<file path="config.mk">
export PLATFORM = sky130hd
export DESIGN_NAME = gpio_expander_edge_irq_regs
export DESIGN_NICKNAME = d
export VERILOG_FILES = /design/src/gpx_pkg.sv /design/src/gpx_edge_detect.sv /design/src/gpx_regfile.sv /design/src/gpio_expander_edge_irq_regs.sv
export VERILOG_INCLUDE_DIRS = /design/src /design/src/src
export SDC_FILE = /design/constraint.sdc
export NUM_CORES = 1
export LEC_CHECK = 0
export ABC_CLOCK_PERIOD_IN_PS = 12300
export BUFFER_PORTS_ARGS = -buffer_cell sky130_fd_sc_hd__buf_2
export CORE_ASPECT_RATIO = 0.6
export CORE_MARGIN = 2
export CORE_UTILIZATION = 65
export DETAILED_ROUTE_END_ITERATION = 10
export MAX_ROUTING_LAYER = met4
export PLACE_DENSITY = 0.85
export SETUP_SLACK_MARGIN = 0.05
export SLEW_MARGIN = 40
export SYNTH_ARGS = -nofsm -noshare
export SYNTH_HDL_FRONTEND = slang
export SYNTH_SLANG_ARGS = --single-unit
</file>
<file path="constraint.sdc">
create_clock -name aclk -period 12.3 [get_ports aclk]
set_input_delay 0 -clock aclk [delete_from_list [all_inputs] [get_ports aclk]]
set_output_delay 0 -clock aclk [all_outputs]
set_load 0.05 [all_outputs]
</file>
<file path="src/gpio_expander_edge_irq_regs_assert.svh">
// assertion macros shared by the gpio expander rtl
`ifndef GPIO_EXPANDER_EDGE_IRQ_REGS_ASSERT_SVH
`define GPIO_EXPANDER_EDGE_IRQ_REGS_ASSERT_SVH
`ifndef SYNTHESIS
// clocked check, held off while reset is asserted
`define GPX_ASSERT_CLK(lbl, clk, rstn, prop, msg) \
    lbl: assert property (@(posedge clk) disable iff (!rstn) prop) else $error(msg);
// clocked check that also holds through reset
`define GPX_ASSERT_ALWAYS(lbl, clk, prop, msg) \
    lbl: assert property (@(posedge clk) prop) else $error(msg);
`else
`define GPX_ASSERT_CLK(lbl, clk, rstn, prop, msg)
`define GPX_ASSERT_ALWAYS(lbl, clk, prop, msg)
`endif
`endif

</file>
<file path="src/gpx_pkg.sv">
// types, register map and constants of the gpio expander
package gpx_pkg;

    localparam int PIN_W     = 16;
    localparam int CFG_BYTES = 18;

    // operation codes
    localparam logic [1:0] OP_READ   = 2'd0;
    localparam logic [1:0] OP_WRITE  = 2'd1;
    localparam logic [1:0] OP_SAMPLE = 2'd2;

    // register byte addresses
    localparam logic [6:0] A_CFG_FIRST    = 7'h00;
    localparam logic [6:0] A_CFG_LAST     = 7'h11;
    localparam logic [6:0] A_CFG_RD_LAST  = 7'h0f;
    localparam logic [6:0] A_DATA_HI      = 7'h10;
    localparam logic [6:0] A_DATA_LO      = 7'h11;
    localparam logic [6:0] A_MASK_HI      = 7'h12;
    localparam logic [6:0] A_MASK_LO      = 7'h13;
    localparam logic [6:0] A_SENSE_FIRST  = 7'h14;
    localparam logic [6:0] A_SENSE_LAST   = 7'h17;
    localparam logic [6:0] A_SOURCE_HI    = 7'h18;
    localparam logic [6:0] A_SOURCE_LO    = 7'h19;
    localparam logic [6:0] A_CLOCK        = 7'h1e;
    localparam logic [6:0] A_MISC         = 7'h1f;
    localparam logic [6:0] A_LED_HI       = 7'h20;
    localparam logic [6:0] A_LED_LO       = 7'h21;
    localparam logic [6:0] A_DEBOUNCE_FIRST = 7'h22;
    localparam logic [6:0] A_DEBOUNCE_LAST  = 7'h24;
    localparam logic [6:0] A_RESET        = 7'h7d;

    // soft reset key bytes
    localparam logic [7:0] KEY_FIRST  = 8'h12;
    localparam logic [7:0] KEY_SECOND = 8'h34;

    // pin config word indexes, word k is bytes 2k (pins 15..8) and 2k+1
    localparam int W_PULL_UP    = 3;
    localparam int W_PULL_DOWN  = 4;
    localparam int W_OPEN_DRAIN = 5;
    localparam int W_POLARITY   = 6;
    localparam int W_DIR        = 7;
    localparam int W_DATA       = 8;

    typedef struct packed {
        logic [1:0]  op;
        logic [6:0]  byte_addr;
        logic [7:0]  write_data;
        logic [15:0] pin_levels;
    } in_item_t;

    typedef struct packed {
        logic [7:0]  read_data;
        logic [15:0] out_levels;
        logic [15:0] drive_enable;
        logic [15:0] open_drain_enable;
        logic [15:0] pull_up_enable;
        logic [15:0] pull_down_enable;
        logic        interrupt_n;
    } out_item_t;

    // reset value of one pin config byte: direction and data bytes are all ones
    function automatic logic [7:0] cfg_reset_byte(input int idx);
        logic [7:0] val;
        val = 8'h00;
        if (idx >= 2 * W_DIR) begin
            val = 8'hff;
        end
        return val;
    endfunction

endpackage

</file>
<file path="src/gpx_edge_detect.sv">
// per-pin edge detection and interrupt hit mask for one level sample
module gpx_edge_detect #(
    parameter int PIN_COUNT = 16
) (
    input  logic [15:0] pin_levels,
    input  logic [15:0] last_levels,
    input  logic [15:0] polarity,
    input  logic [31:0] edge_sense,
    input  logic [15:0] irq_mask,
    output logic [15:0] levels_masked,
    output logic [15:0] hits
);

    localparam logic [16:0] PinMaskW = (17'd1 << PIN_COUNT) - 17'd1;
    localparam logic [15:0] PinMask  = PinMaskW[15:0];

    logic [15:0] cur;
    logic [15:0] prev;
    logic [15:0] rise;
    logic [15:0] fall;
    logic [15:0] raw_hits;

    assign levels_masked = pin_levels & PinMask;
    assign cur  = levels_masked ^ polarity;
    assign prev = last_levels ^ polarity;
    assign rise = cur & ~prev;
    assign fall = prev & ~cur;

    always_comb begin
        raw_hits = '0;
        for (int n = 0; n < PIN_COUNT; n++) begin
            raw_hits[n] = (edge_sense[2 * n] & rise[n]) | (edge_sense[2 * n + 1] & fall[n]);
        end
    end

    assign hits = raw_hits & ~irq_mask & PinMask;

endmodule

</file>
<file path="src/gpx_regfile.sv">
// register file: bus read/write decode, sample update and result formation
`include "gpio_expander_edge_irq_regs_assert.svh"

module gpx_regfile #(
    parameter int PIN_COUNT = 16
) (
    input  logic               aclk,
    input  logic               aresetn,
    input  logic               step,
    input  gpx_pkg::in_item_t  item,
    output gpx_pkg::out_item_t result
);

    localparam logic [16:0] PinMaskW = (17'd1 << PIN_COUNT) - 17'd1;
    localparam logic [15:0] PinMask  = PinMaskW[15:0];

    logic [7:0]  cfg_reg [gpx_pkg::CFG_BYTES];
    logic [7:0]  cfg_next [gpx_pkg::CFG_BYTES];
    logic [15:0] irq_mask_reg, irq_mask_next;
    logic [31:0] edge_sense_reg, edge_sense_next;
    logic [15:0] irq_source_reg, irq_source_next;
    logic [15:0] last_levels_reg, last_levels_next;
    logic [15:0] led_enable_reg, led_enable_next;
    logic [7:0]  debounce_reg [3];
    logic [7:0]  debounce_next [3];
    logic [7:0]  clock_misc_reg [2];
    logic [7:0]  clock_misc_next [2];
    logic        reset_armed_reg, reset_armed_next;

    logic [15:0] pol_cur;
    logic [15:0] levels_masked;
    logic [15:0] hits;
    logic [15:0] data_core;
    logic [7:0]  rd_byte;
    logic [6:0]  a;
    logic [7:0]  d;
    logic [6:0]  deb_off;
    logic        soft_rst;

    assign a       = item.byte_addr;
    assign d       = item.write_data;
    assign deb_off = a - gpx_pkg::A_DEBOUNCE_FIRST;
    assign pol_cur = {cfg_reg[2 * gpx_pkg::W_POLARITY], cfg_reg[2 * gpx_pkg::W_POLARITY + 1]};

    gpx_edge_detect #(
        .PIN_COUNT (PIN_COUNT)
    ) u_edge (
        .pin_levels    (item.pin_levels),
        .last_levels   (last_levels_reg),
        .polarity      (pol_cur),
        .edge_sense    (edge_sense_reg),
        .irq_mask      (irq_mask_reg),
        .levels_masked (levels_masked),
        .hits          (hits)
    );

    // bus read from the state before the item
    assign data_core = (last_levels_reg ^ pol_cur) & PinMask;

    always_comb begin
        rd_byte = 8'h00;
        unique case (a) inside
            [gpx_pkg::A_CFG_FIRST:gpx_pkg::A_CFG_RD_LAST]: rd_byte = cfg_reg[a[4:0]];
            gpx_pkg::A_DATA_HI:   rd_byte = data_core[15:8];
            gpx_pkg::A_DATA_LO:   rd_byte = data_core[7:0];
            gpx_pkg::A_MASK_HI:   rd_byte = irq_mask_reg[15:8];
            gpx_pkg::A_MASK_LO:   rd_byte = irq_mask_reg[7:0];
            [gpx_pkg::A_SENSE_FIRST:gpx_pkg::A_SENSE_LAST]: begin
                rd_byte = 8'(edge_sense_reg >> (5'd8 * (5'd3 - {3'd0, a[1:0]})));
            end
            gpx_pkg::A_SOURCE_HI: rd_byte = irq_source_reg[15:8];
            gpx_pkg::A_SOURCE_LO: rd_byte = irq_source_reg[7:0];
            gpx_pkg::A_CLOCK:     rd_byte = clock_misc_reg[0];
            gpx_pkg::A_MISC:      rd_byte = clock_misc_reg[1];
            gpx_pkg::A_LED_HI:    rd_byte = led_enable_reg[15:8];
            gpx_pkg::A_LED_LO:    rd_byte = led_enable_reg[7:0];
            [gpx_pkg::A_DEBOUNCE_FIRST:gpx_pkg::A_DEBOUNCE_LAST]: begin
                rd_byte = debounce_reg[deb_off[1:0]];
            end
            default:              rd_byte = 8'h00;
        endcase
    end

    // next state for one item
    always_comb begin
        cfg_next         = cfg_reg;
        irq_mask_next    = irq_mask_reg;
        edge_sense_next  = edge_sense_reg;
        irq_source_next  = irq_source_reg;
        last_levels_next = last_levels_reg;
        led_enable_next  = led_enable_reg;
        debounce_next    = debounce_reg;
        clock_misc_next  = clock_misc_reg;
        reset_armed_next = reset_armed_reg;
        soft_rst         = 1'b0;

        if (item.op == gpx_pkg::OP_WRITE) begin
            unique case (a) inside
                gpx_pkg::A_RESET: begin
                    if (reset_armed_reg && d == gpx_pkg::KEY_SECOND) begin
                        soft_rst = 1'b1;
                    end else begin
                        reset_armed_next = (d == gpx_pkg::KEY_FIRST);
                    end
                end
                [gpx_pkg::A_CFG_FIRST:gpx_pkg::A_CFG_LAST]: cfg_next[a[4:0]] = d;
                gpx_pkg::A_MASK_HI: irq_mask_next[15:8] = d;
                gpx_pkg::A_MASK_LO: irq_mask_next[7:0]  = d;
                [gpx_pkg::A_SENSE_FIRST:gpx_pkg::A_SENSE_LAST]: begin
                    // big-endian: lowest address holds bits 31..24
                    case (a[1:0])
                        2'd0:    edge_sense_next[31:24] = d;
                        2'd1:    edge_sense_next[23:16] = d;
                        2'd2:    edge_sense_next[15:8]  = d;
                        default: edge_sense_next[7:0]   = d;
                    endcase
                end
                gpx_pkg::A_SOURCE_HI: irq_source_next = irq_source_reg & ~{d, 8'h00};
                gpx_pkg::A_SOURCE_LO: irq_source_next = irq_source_reg & ~{8'h00, d};
                gpx_pkg::A_CLOCK:     clock_misc_next[0] = d;
                gpx_pkg::A_MISC:      clock_misc_next[1] = d;
                gpx_pkg::A_LED_HI:    led_enable_next[15:8] = d;
                gpx_pkg::A_LED_LO:    led_enable_next[7:0]  = d;
                [gpx_pkg::A_DEBOUNCE_FIRST:gpx_pkg::A_DEBOUNCE_LAST]: begin
                    debounce_next[deb_off[1:0]] = d;
                end
                default: ;
            endcase
        end else if (item.op == gpx_pkg::OP_SAMPLE) begin
            irq_source_next  = irq_source_reg | hits;
            last_levels_next = levels_masked;
        end

        if (soft_rst) begin
            for (int i = 0; i < gpx_pkg::CFG_BYTES; i++) begin
                cfg_next[i] = gpx_pkg::cfg_reset_byte(i);
            end
            irq_mask_next    = '1;
            edge_sense_next  = '0;
            irq_source_next  = '0;
            last_levels_next = '0;
            led_enable_next  = '0;
            debounce_next    = '{default: 8'h00};
            clock_misc_next  = '{default: 8'h00};
            reset_armed_next = 1'b0;
        end
    end

    always_ff @(posedge aclk) begin
        if (!aresetn) begin
            for (int i = 0; i < gpx_pkg::CFG_BYTES; i++) begin
                cfg_reg[i] <= gpx_pkg::cfg_reset_byte(i);
            end
            irq_mask_reg    <= '1;
            edge_sense_reg  <= '0;
            irq_source_reg  <= '0;
            last_levels_reg <= '0;
            led_enable_reg  <= '0;
            debounce_reg    <= '{default: 8'h00};
            clock_misc_reg  <= '{default: 8'h00};
            reset_armed_reg <= 1'b0;
        end else if (step) begin
            cfg_reg         <= cfg_next;
            irq_mask_reg    <= irq_mask_next;
            edge_sense_reg  <= edge_sense_next;
            irq_source_reg  <= irq_source_next;
            last_levels_reg <= last_levels_next;
            led_enable_reg  <= led_enable_next;
            debounce_reg    <= debounce_next;
            clock_misc_reg  <= clock_misc_next;
            reset_armed_reg <= reset_armed_next;
        end
    end

    // result shows the state after the item
    always_comb begin
        logic [15:0] pol_n;
        logic [15:0] data_n;
        logic [15:0] dir_n;
        pol_n  = {cfg_next[2 * gpx_pkg::W_POLARITY], cfg_next[2 * gpx_pkg::W_POLARITY + 1]};
        data_n = {cfg_next[2 * gpx_pkg::W_DATA], cfg_next[2 * gpx_pkg::W_DATA + 1]};
        dir_n  = {cfg_next[2 * gpx_pkg::W_DIR], cfg_next[2 * gpx_pkg::W_DIR + 1]};
        result.read_data         = (item.op == gpx_pkg::OP_READ) ? rd_byte : 8'h00;
        result.out_levels        = (data_n ^ pol_n) & PinMask;
        result.drive_enable      = ~dir_n & PinMask;
        result.open_drain_enable = {cfg_next[2 * gpx_pkg::W_OPEN_DRAIN],
                                    cfg_next[2 * gpx_pkg::W_OPEN_DRAIN + 1]} & PinMask;
        result.pull_up_enable    = {cfg_next[2 * gpx_pkg::W_PULL_UP],
                                    cfg_next[2 * gpx_pkg::W_PULL_UP + 1]} & PinMask;
        result.pull_down_enable  = {cfg_next[2 * gpx_pkg::W_PULL_DOWN],
                                    cfg_next[2 * gpx_pkg::W_PULL_DOWN + 1]} & PinMask;
        result.interrupt_n       = ~(|(irq_source_next & PinMask));
    end

    `GPX_ASSERT_CLK(a_src_hold_idle, aclk, aresetn, !step |=> $stable(irq_source_reg), "source changed without an item")
    `GPX_ASSERT_CLK(a_sample_no_clear, aclk, aresetn, step && item.op == gpx_pkg::OP_SAMPLE |=> (irq_source_reg & $past(irq_source_reg)) == $past(irq_source_reg), "sample cleared a source bit")
    `GPX_ASSERT_CLK(a_arm_key, aclk, aresetn, step && item.op == gpx_pkg::OP_WRITE && a == gpx_pkg::A_RESET && d == gpx_pkg::KEY_FIRST |=> reset_armed_reg, "first reset key did not arm")

endmodule

</file>
<file path="src/gpio_expander_edge_irq_regs.sv">
// top level of the sixteen-pin gpio expander register block
// One item is a byte bus read, a byte bus write or a pin level sample; every
// item gives exactly one result that shows the register state after it (the
// read byte on a read, zero otherwise, plus the pin drive controls and the
// active-low interrupt). Items are taken at one per cycle while the output is
// not stalled: an item sits in an input register, the register file update and
// result logic work on it, and the result lands in an output register. While a
// result waits on the output, one more item can still be taken into the empty
// input register; after that the input stalls until the result is taken.
// PIN_COUNT limits which pins are sampled and driven; register bits of higher
// pins are still stored. A 0x12 then 0x34 write to 0x7d resets all register
// state.
`include "gpio_expander_edge_irq_regs_assert.svh"

module gpio_expander_edge_irq_regs #(
    parameter int PIN_COUNT = 16
) (
    input  logic               aclk,
    input  logic               aresetn,
    input  logic               s_valid,
    output logic               s_ready,
    input  gpx_pkg::in_item_t  s_data,
    output logic               m_valid,
    input  logic               m_ready,
    output gpx_pkg::out_item_t m_data
);

    // input register stage
    logic               in_valid_reg, in_valid_next;
    gpx_pkg::in_item_t  in_item_reg;
    // result register stage
    logic               out_valid_reg, out_valid_next;
    gpx_pkg::out_item_t out_item_reg;

    gpx_pkg::out_item_t result;
    logic               adv;   // result register free or being taken
    logic               step;  // input item processed this cycle

    assign adv     = !out_valid_reg || m_ready;
    assign step    = in_valid_reg && adv;
    assign s_ready = !in_valid_reg || adv;

    assign m_valid = out_valid_reg;
    assign m_data  = out_item_reg;

    gpx_regfile #(
        .PIN_COUNT (PIN_COUNT)
    ) u_regfile (
        .aclk    (aclk),
        .aresetn (aresetn),
        .step    (step),
        .item    (in_item_reg),
        .result  (result)
    );

    always_comb begin
        in_valid_next = in_valid_reg;
        if (s_valid && s_ready) begin
            in_valid_next = 1'b1;
        end else if (step) begin
            in_valid_next = 1'b0;
        end
        out_valid_next = out_valid_reg;
        if (step) begin
            out_valid_next = 1'b1;
        end else if (m_ready) begin
            out_valid_next = 1'b0;
        end
    end

    // control state
    always_ff @(posedge aclk) begin
        if (!aresetn) begin
            in_valid_reg  <= 1'b0;
            out_valid_reg <= 1'b0;
        end else begin
            in_valid_reg  <= in_valid_next;
            out_valid_reg <= out_valid_next;
        end
    end

    // payload registers, no reset needed
    always_ff @(posedge aclk) begin
        if (s_valid && s_ready) begin
            in_item_reg <= s_data;
        end
        if (step) begin
            out_item_reg <= result;
        end
    end

    `GPX_ASSERT_ALWAYS(a_ready_when_empty, aclk, !in_valid_reg |-> s_ready, "ready low with empty input register")
    `GPX_ASSERT_CLK(a_stall_holds_input, aclk, aresetn, in_valid_reg && !adv |=> in_valid_reg && $stable(in_item_reg), "stalled input item lost")
    `GPX_ASSERT_CLK(a_step_gives_result, aclk, aresetn, step |=> m_valid, "processed item gave no result")

endmodule
</file>
==> impl_metrics.py, run 1 <==
metrics = {
    "setup_path": {
        "end_kind": "flip-flop",
        "path_class": "flip-flop to flip-flop",
        "arrival_ns": 4.64,
        "slowest_delay_ns": 0.80,
        "critPathMaxFanout": 36,
        "required_ns": 12.73,
        "cp_slowest_cell": "nor2_1",
        "startpoint_type": "flip-flop",
        "crit_chain": "buf_4 -> buf_4 -> nor2b_1 -> nand3_1 -> nor2_1 -> o21ai_1 -> a22oi_1 -> nor2_1",
    },
    "cells_and_area": {
        "fin_cells": 2416,
        "fin_area_mm2": 0.0217,
        "multi_input_comb_area_mm2": 0.00916,
        "drive_gt1_share_pct": 16.7,
        "largest_register_ffs": 144,
        "n_fill_cell": 1957,
        "fin_nets": 2048,
        "area_growth_pct": 13.8,
        "regArea_mm2": 0.00933,
    },
    "global_route": {
        "grtUsageTotal_pct": 43.9,
        "grt_max_degree": 93,
        "grt_pass1_wl_um": 97400,
        "grt_pass1_vias": 15500,
        "grt.overflow.total": 0,
        "antenna_found_initial": 2,
    },
    "die": {
        "num_rows": 48,
        "core_area_mm2": 0.0288,
        "die_x_um": 225,
        "die_area_mm2": 0.0307,
        "die_h_um": 137,
        "initial_core_util_pct": 66.1,
        "io_pins": 128,
    },
    "synth": {
        "ys.warnings.count": 0,
        "ys_seq_elements": 405,
        "synth.net_count": 1959,
        "netlist_area_mm2": 0.0190,
        "avgSynthCellArea_um2": 9.90,
        "yosysSeqAreaShare_pct": 49.0,
        "synth_edf_count": 122,
        "yosys_most_used_dff": "dfxtp_1",
        "synth_top_area_share_pct": 29.8,
        "synthCells": 1922,
        "synth_cell_types": 71,
        "synth.area.top_cells": "dfxtp_1 30%, edfxtp_1 19%, mux2i_1 6.4%, a22oi_1 5.2%, nor2_1 5.1%",
        "synth_top_area_cell": "dfxtp_1",
        "ys_async_sr_fraction_pct": 0,
    },
    "clocking": {
        "cts_tree": "done",
        "cts.clk_slew.worst_paths_ns": 0.07,
        "post_cts_resized": 0,
        "numClockSinks": 405,
        "htreeDepth": 2,
        "clock_latency_ns": 0.58,
        "root_buffer": "clkbuf_16",
        "clock_path_buffers": 3,
        "cts_made_buffers": 37,
    },
    "timing": {
        "fin_crit_sh_pct": 34.2,
        "setup_viol": 0,
        "drv_slew": 0,
        "slew_headroom_pct": 38.4,
        "rsz0062_at_grt": "no",
        "hold_ws_ns": 0.140,
        "hold_viol": 0,
        "fin_setup_tns_ns": 0,
        "post-route-min-period_ns": 4.20,
        "fin_worst_skew_ns": 0.0351,
        "worst_pin_slew_ns": 0.917,
        "fmax_mhz": 238,
    },
    "pwr": {
        "pwr-share-comb_pct": 8.4,
        "clkPwrFrac_pct": 42.9,
        "pwr-share-seq_pct": 48.7,
        "power.switching_mw": 0.750,
        "p_per_area_mw_per_mm2": 135,
        "swShare_pct": 25.7,
        "p_int_mw": 2.17,
        "total_power_mw": 2.92,
        "ir_drop_mv": 0.126,
        "leakagePower_nw": 7.72,
    },
    "hold_path": {
        "hold_class": "primary input to flip-flop",
    },
    "placed_design": {
        "place_area_mm2": 0.0199,
        "dpl.hpwl_um": 43300,
        "place_congestion": 1.02,
        "dpl.cell_count": 2307,
        "io_buffers": 127,
    },
    "route": {
        "drtPass1Iterations": 10,
        "wl_um": 66400,
        "ant_nets": 0,
        "vias": 17400,
        "via_per_inst": 7.20,
        "drc_errors": 0,
        "wl_per_cell_um": 27.5,
        "drtIter0Drc": 3525,
    },
    "flow_run": {
        "drv_cap": 0,
    },
    "run_status": {
        "status": "finished clean",
    },
}
==> Yosys cell counts (4+ instances only) <==
library cell	instances
a2111oi_0	15
a211oi_1	14
a21o_1	16
a21oi_1	74
a221oi_1	24
a222oi_1	11
a22o_1	5
a22oi_1	131
a311o_1	6
a311oi_1	8
a31oi_1	8
a41oi_1	6
and2_1	15
and3_1	6
and3b_1	11
buf_1	21
buf_2	12
clkbuf_1	119
dfxtp_1	283
edfxtp_1	122
inv_1	11
mux2_2	31
mux2i_1	122
mux4_2	42
nand2_1	230
nand2b_1	9
nand3_1	12
nand4_1	24
nor2_1	259
nor2b_1	26
nor3_1	22
nor3b_1	6
nor4_1	6
nor4_2	4
o211ai_1	30
o21a_1	4
o21ai_0	53
o21ai_1	11
o22ai_1	32
or4_1	4
xnor2_1	27
xor2_1	5
==> final timing paths <==
path,slack (ns),cells past startpoint,to,start
max,8.10,8,u_regfile.cfg_reg[35]$_SDFFE_PN0P_,in_item_reg[24]$_DFFE_PP_
min,0.14,2,in_item_reg[0]$_DFFE_PP_,s_data[0]
max reg2reg,8.10,8,u_regfile.cfg_reg[35]$_SDFFE_PN0P_,in_item_reg[24]$_DFFE_PP_
min reg2reg,0.48,2,u_regfile.cfg_reg[88]$_SDFFE_PN0P_,u_regfile.cfg_reg[88]$_SDFFE_PN0P_
==> worst max-delay path, delay by kind of cell, from the launching register on <==
kind,cells,cell delay [ns]
AOI/OAI and AO/OA,2,0.63
DFF,1,0.37
and+or+nand+nor,4,1.95
buffers and inverters,2,1.08
==> placed cells by master, fill, tap and decap left out, types with 7 or more instances in the layout <==
cell type        n
a2111oi_0        9
a211oi_1        13
a21o_1          16
a21oi_1         74
a221oi_1        24
a222oi_1        11
a22oi_1        131
a311oi_1         8
a31oi_1          8
and2_1          14
and3b_1         11
buf_2          128
buf_4           35
clkbuf_16       42
clkinv_2         7
dfxtp_1        283
dlygate4sd3_1   37
edfxtp_1       122
inv_1           10
mux2_2          31
mux2i_1        122
mux4_2          42
nand2_1        230
nand2b_1         8
nand3_1         12
nand4_1         24
nor2_1         258
nor2b_1         26
nor3_1          17
nor4_2           8
o211ai_1        30
o21ai_0         53
o21ai_1          9
o22ai_1         32
xnor2_1         27
==> stage by stage <==
step	setup WS (ns)	utilization [%]
after floorplan	7.60	-
after global placement	8.44	68.9
after detailed placement	8.34	69.2
after CTS	8.32	75.0
after global routing	7.88	75.3
final	8.10	75.3
==> kinds of logic after synthesis <==
logic type             Yosys count  synth area share (%)
buffers and inverters          167                  3.43
multiplexers                   195                  13.2
XOR/XNOR                        32                  1.47
flip-flops                     405                  49.0
AND/OR/NAND/NOR                651                  15.4
AO/OA/AOI/OAI                  472                  17.4
==> final cells by class <==
type | count | area share [%]
Inverter | 13 | 0.272
Antenna cell | 1 | 0.0116
Clock inverter | 16 | 0.751
Multi-Input combinational cell | 1350 | 42.3
Tap cell | 375 | 2.17
Timing Repair Buffer | 204 | 6.09
Sequential cell | 405 | 43.1
Clock buffer | 52 | 5.30
==> power groups by stage <==
stage                     registers, mW  logic, mW  clock network [mW]
final                              1.42      0.244                1.25
after global routing               1.42      0.252                1.30
after CTS                          1.42      0.233                1.24
after detailed placement           1.45      0.223                   0
after global placement             1.45      0.219                   0
after floorplan                    1.49      0.115                   0
==> timing repair <==
action	4_1_cts	5_1_grt
endpoints found under the hold margin	85	0
setup buffers	0	0
hold buffers	37	0
==> per-layer routing <==
metal	GRT usage (%)	wire length (um)
met5	-	0
met4	11.6	1990
met3	17.6	12300
met2	57.6	26300
met1	62.3	25800
No activity file was read; power rests on OpenSTA's default activity.
==> run 2: changes to the inputs <==
--- a/config.mk
+++ b/config.mk
@@ -6,14 +6,14 @@
 export SDC_FILE = /design/constraint.sdc
 export NUM_CORES = 1
 export LEC_CHECK = 0
-export ABC_CLOCK_PERIOD_IN_PS = 12300
+export ABC_CLOCK_PERIOD_IN_PS = 3680
 export BUFFER_PORTS_ARGS = -buffer_cell sky130_fd_sc_hd__buf_2
 export CORE_ASPECT_RATIO = 0.6
 export CORE_MARGIN = 2
-export CORE_UTILIZATION = 65
+export CORE_UTILIZATION = 55
 export DETAILED_ROUTE_END_ITERATION = 10
 export MAX_ROUTING_LAYER = met4
-export PLACE_DENSITY = 0.85
+export PLACE_DENSITY = 0.76
 export SETUP_SLACK_MARGIN = 0.05
 export SLEW_MARGIN = 40
 export SYNTH_ARGS = -nofsm -noshare
==> constraint.sdc (replaced) <==
create_clock -name aclk -period 3.68 [get_ports aclk]
set_input_delay 0 -clock aclk [delete_from_list [all_inputs] [get_ports aclk]]
set_output_delay 0 -clock aclk [all_outputs]
set_load 0.05 [all_outputs]
==> run 2 against run 1 <==
Sequential share of layout area decreased by 0.70 points. Fmax increased by 30%. Register-to-register slack worse by 7.6 ns. Utilization shrank 10 points. Clock power rose to 3.4 times the previous value. Clock skew down 0.0068 ns. Non-clock buffer count grew 40. Critical endpoint is now u_regfile.cfg_reg[3]$_SDFFE_PN1P_. Largest cell class unchanged. Highest routed layer unchanged.
==> impl_metrics.py, run 2 (synthesis gave the netlist of run 1 again) <==
metrics = {
    "run_status": {
        "status": "finished clean",
    },
    "clocking": {
        "clock_latency_ns": 0.57,
        "numClockSinks": 405,
        "clock_path_buffers": 3,
        "cts_made_buffers": 39,
        "cts.clk_slew.worst_paths_ns": 0.07,
        "postCtsHoldBufs": 36,
        "cts_tree": "done",
        "cts_setup_buffers": 0,
        "post_cts_resized": 0,
        "root_buffer": "clkbuf_16",
        "htreeDepth": 2,
    },
    "timing": {
        "fmax_mhz": 310,
        "post-route-min-period_ns": 3.22,
        "slew_headroom_pct": 41.7,
        "worst_pin_slew_ns": 0.869,
        "drv_slew": 0,
        "hold_viol": 0,
        "fin_crit_sh_pct": 87.5,
        "fin_worst_skew_ns": 0.0283,
        "setup_viol": 0,
        "fin_setup_tns_ns": 0,
        "rsz0062_at_grt": "no",
    },
    "placed_design": {
        "place_congestion": 0.994,
        "dpl.cell_count": 2433,
        "io_buffers": 127,
        "dpl.hpwl_um": 45800,
    },
    "cells_and_area": {
        "largest_register_ffs": 144,
        "drive_gt1_share_pct": 17.7,
        "final_cell_mix": "283 x dfxtp_1, 259 x nor2_1, 230 x nand2_1, 131 x a22oi_1, 128 x buf_2",
        "regArea_mm2": 0.00933,
        "n_fill_cell": 2680,
        "final_common_cell": "dfxtp_1",
        "area_growth_pct": 15.7,
        "multi_input_comb_area_mm2": 0.00908,
        "fin_cells": 2544,
        "fin_nets": 2090,
    },
    "setup_path": {
        "crit_chain": "or3b_2 -> nor2_1 -> nand3_1 -> a21oi_1 -> o22ai_1 -> nand2_1",
        "startpoint_type": "flip-flop",
        "timing.rr.start": "in_item_reg[28]$_DFFE_PP_",
        "critPathMaxFanout": 11,
        "path_class": "flip-flop to flip-flop",
        "regToRegSetupSlack_ns": 0.46,
        "end_kind": "flip-flop",
        "cp_num_buf_inv": 0,
        "cp_slowest_cell": "a21oi_1",
        "arrival_ns": 3.71,
        "required_ns": 4.16,
        "crit_cells": 6,
        "r2r_end": "u_regfile.cfg_reg[3]$_SDFFE_PN1P_",
        "reg2reg_depth": 6,
        "slowest_delay_ns": 0.71,
        "critical-path-top-delay-family": "simple AND/OR/NAND/NOR gates",
    },
    "pwr": {
        "p_per_area_mw_per_mm2": 446,
        "swShare_pct": 25.5,
        "clkPwrFrac_pct": 43.2,
        "ir_drop_mv": 0.412,
        "pwr-share-seq_pct": 48.5,
        "p_int_mw": 7.31,
        "power.switching_mw": 2.50,
        "pwr-share-comb_pct": 8.4,
        "leakagePower_nw": 7.93,
    },
    "route": {
        "drtPass1Iterations": 10,
        "via_per_inst": 6.70,
        "drc_errors": 0,
        "ant_nets": 0,
        "vias": 17000,
        "wl_per_cell_um": 26.6,
        "drtIter0Drc": 2644,
        "wl_um": 67600,
    },
    "die": {
        "io_pins": 128,
        "die_h_um": 148,
        "num_rows": 52,
        "die_area_mm2": 0.0361,
        "initial_core_util_pct": 56.1,
        "die_x_um": 244,
        "core_area_mm2": 0.0339,
    },
    "global_route": {
        "grt.overflow.total": 0,
        "grt_pass1_wl_um": 99200,
        "grtUsageTotal_pct": 37.8,
        "antenna_found_initial": 2,
        "grt_max_degree": 111,
        "grt_pass1_vias": 15200,
    },
    "flow_run": {
        "drv_cap": 0,
    },
    "hold_path": {
        "worstHoldStart": "aresetn",
        "min_to": "u_regfile.led_enable_reg[1]$_SDFFE_PN0P_",
        "hold_class": "primary input to flip-flop",
        "hold_depth": 3,
    },
}
run 2: worst max-delay path by stage:
| stage | start | to |
|---|---|---|
| floorplan | m_valid$_SDFFE_PN0P_ | m_data[0]$_DFFE_PP_ |
| global placement | in_item_reg[25]$_DFFE_PP_ | m_data[0]$_DFFE_PP_ |
| detailed placement | in_item_reg[25]$_DFFE_PP_ | m_data[0]$_DFFE_PP_ |
| CTS | in_item_reg[25]$_DFFE_PP_ | m_data[0]$_DFFE_PP_ |
| global route | in_item_reg[28]$_DFFE_PP_ | m_data[0]$_DFFE_PP_ |
| finish | in_item_reg[28]$_DFFE_PP_ | u_regfile.cfg_reg[3]$_SDFFE_PN1P_ |
run 2: per-layer routing:
layer | track usage (%) | share of wire [%] | wire [um]
met4 | 6.74 | 1.8 | 1190
met3 | 14.9 | 17 | 11400
met1 | 57.3 | 43 | 29100
met5 | - | 0 | 0
met2 | 47.0 | 38 | 25900
run 2: metrics by stage:
stage | setup slack [ns] | util, % | total power, mW | hold slack, ns | cell area [um^2]
6_report | 0.458 | 64.9 | 9.81 | 0.00396 | 22000
5_1_grt | 0.231 | 64.9 | 10.1 | 0.0465 | 22000
4_1_cts | 0.593 | 64.9 | 9.79 | 0.0136 | 22000
3_5_place_dp | 0.618 | 59.9 | 5.61 | 0.178 | 20300
3_3_place_gp | 0.672 | 59.9 | 5.60 | 0.177 | 20300
2_1_floorplan | 0.393 | - | 5.35 | 0.0989 | 19000
run 2: cell type report:
cell class	count	area share (%)
diodes	1	0.0114
clock buffers	54	5.20
clock inverters	18	0.830
inverters	13	0.279
multi-input cells	1350	41.2
flip-flops and latches	405	42.4
well taps	459	2.61
repair buffers	244	7.45
run 2: worst min-delay path, stage by stage:
cell	delay, ns
buf_2	0.14
inv_8	0.19
nor2_1	0.17
run 2: power by group through the flow:
stage | Sequential (mW) | Combinational (mW) | Clock (mW)
final | 4.75 | 0.823 | 4.23
after CTS | 4.75 | 0.800 | 4.24
after floorplan | 4.97 | 0.386 | 0
after detailed placement | 4.85 | 0.766 | 0
after global placement | 4.85 | 0.757 | 0
after global routing | 4.76 | 0.856 | 4.44
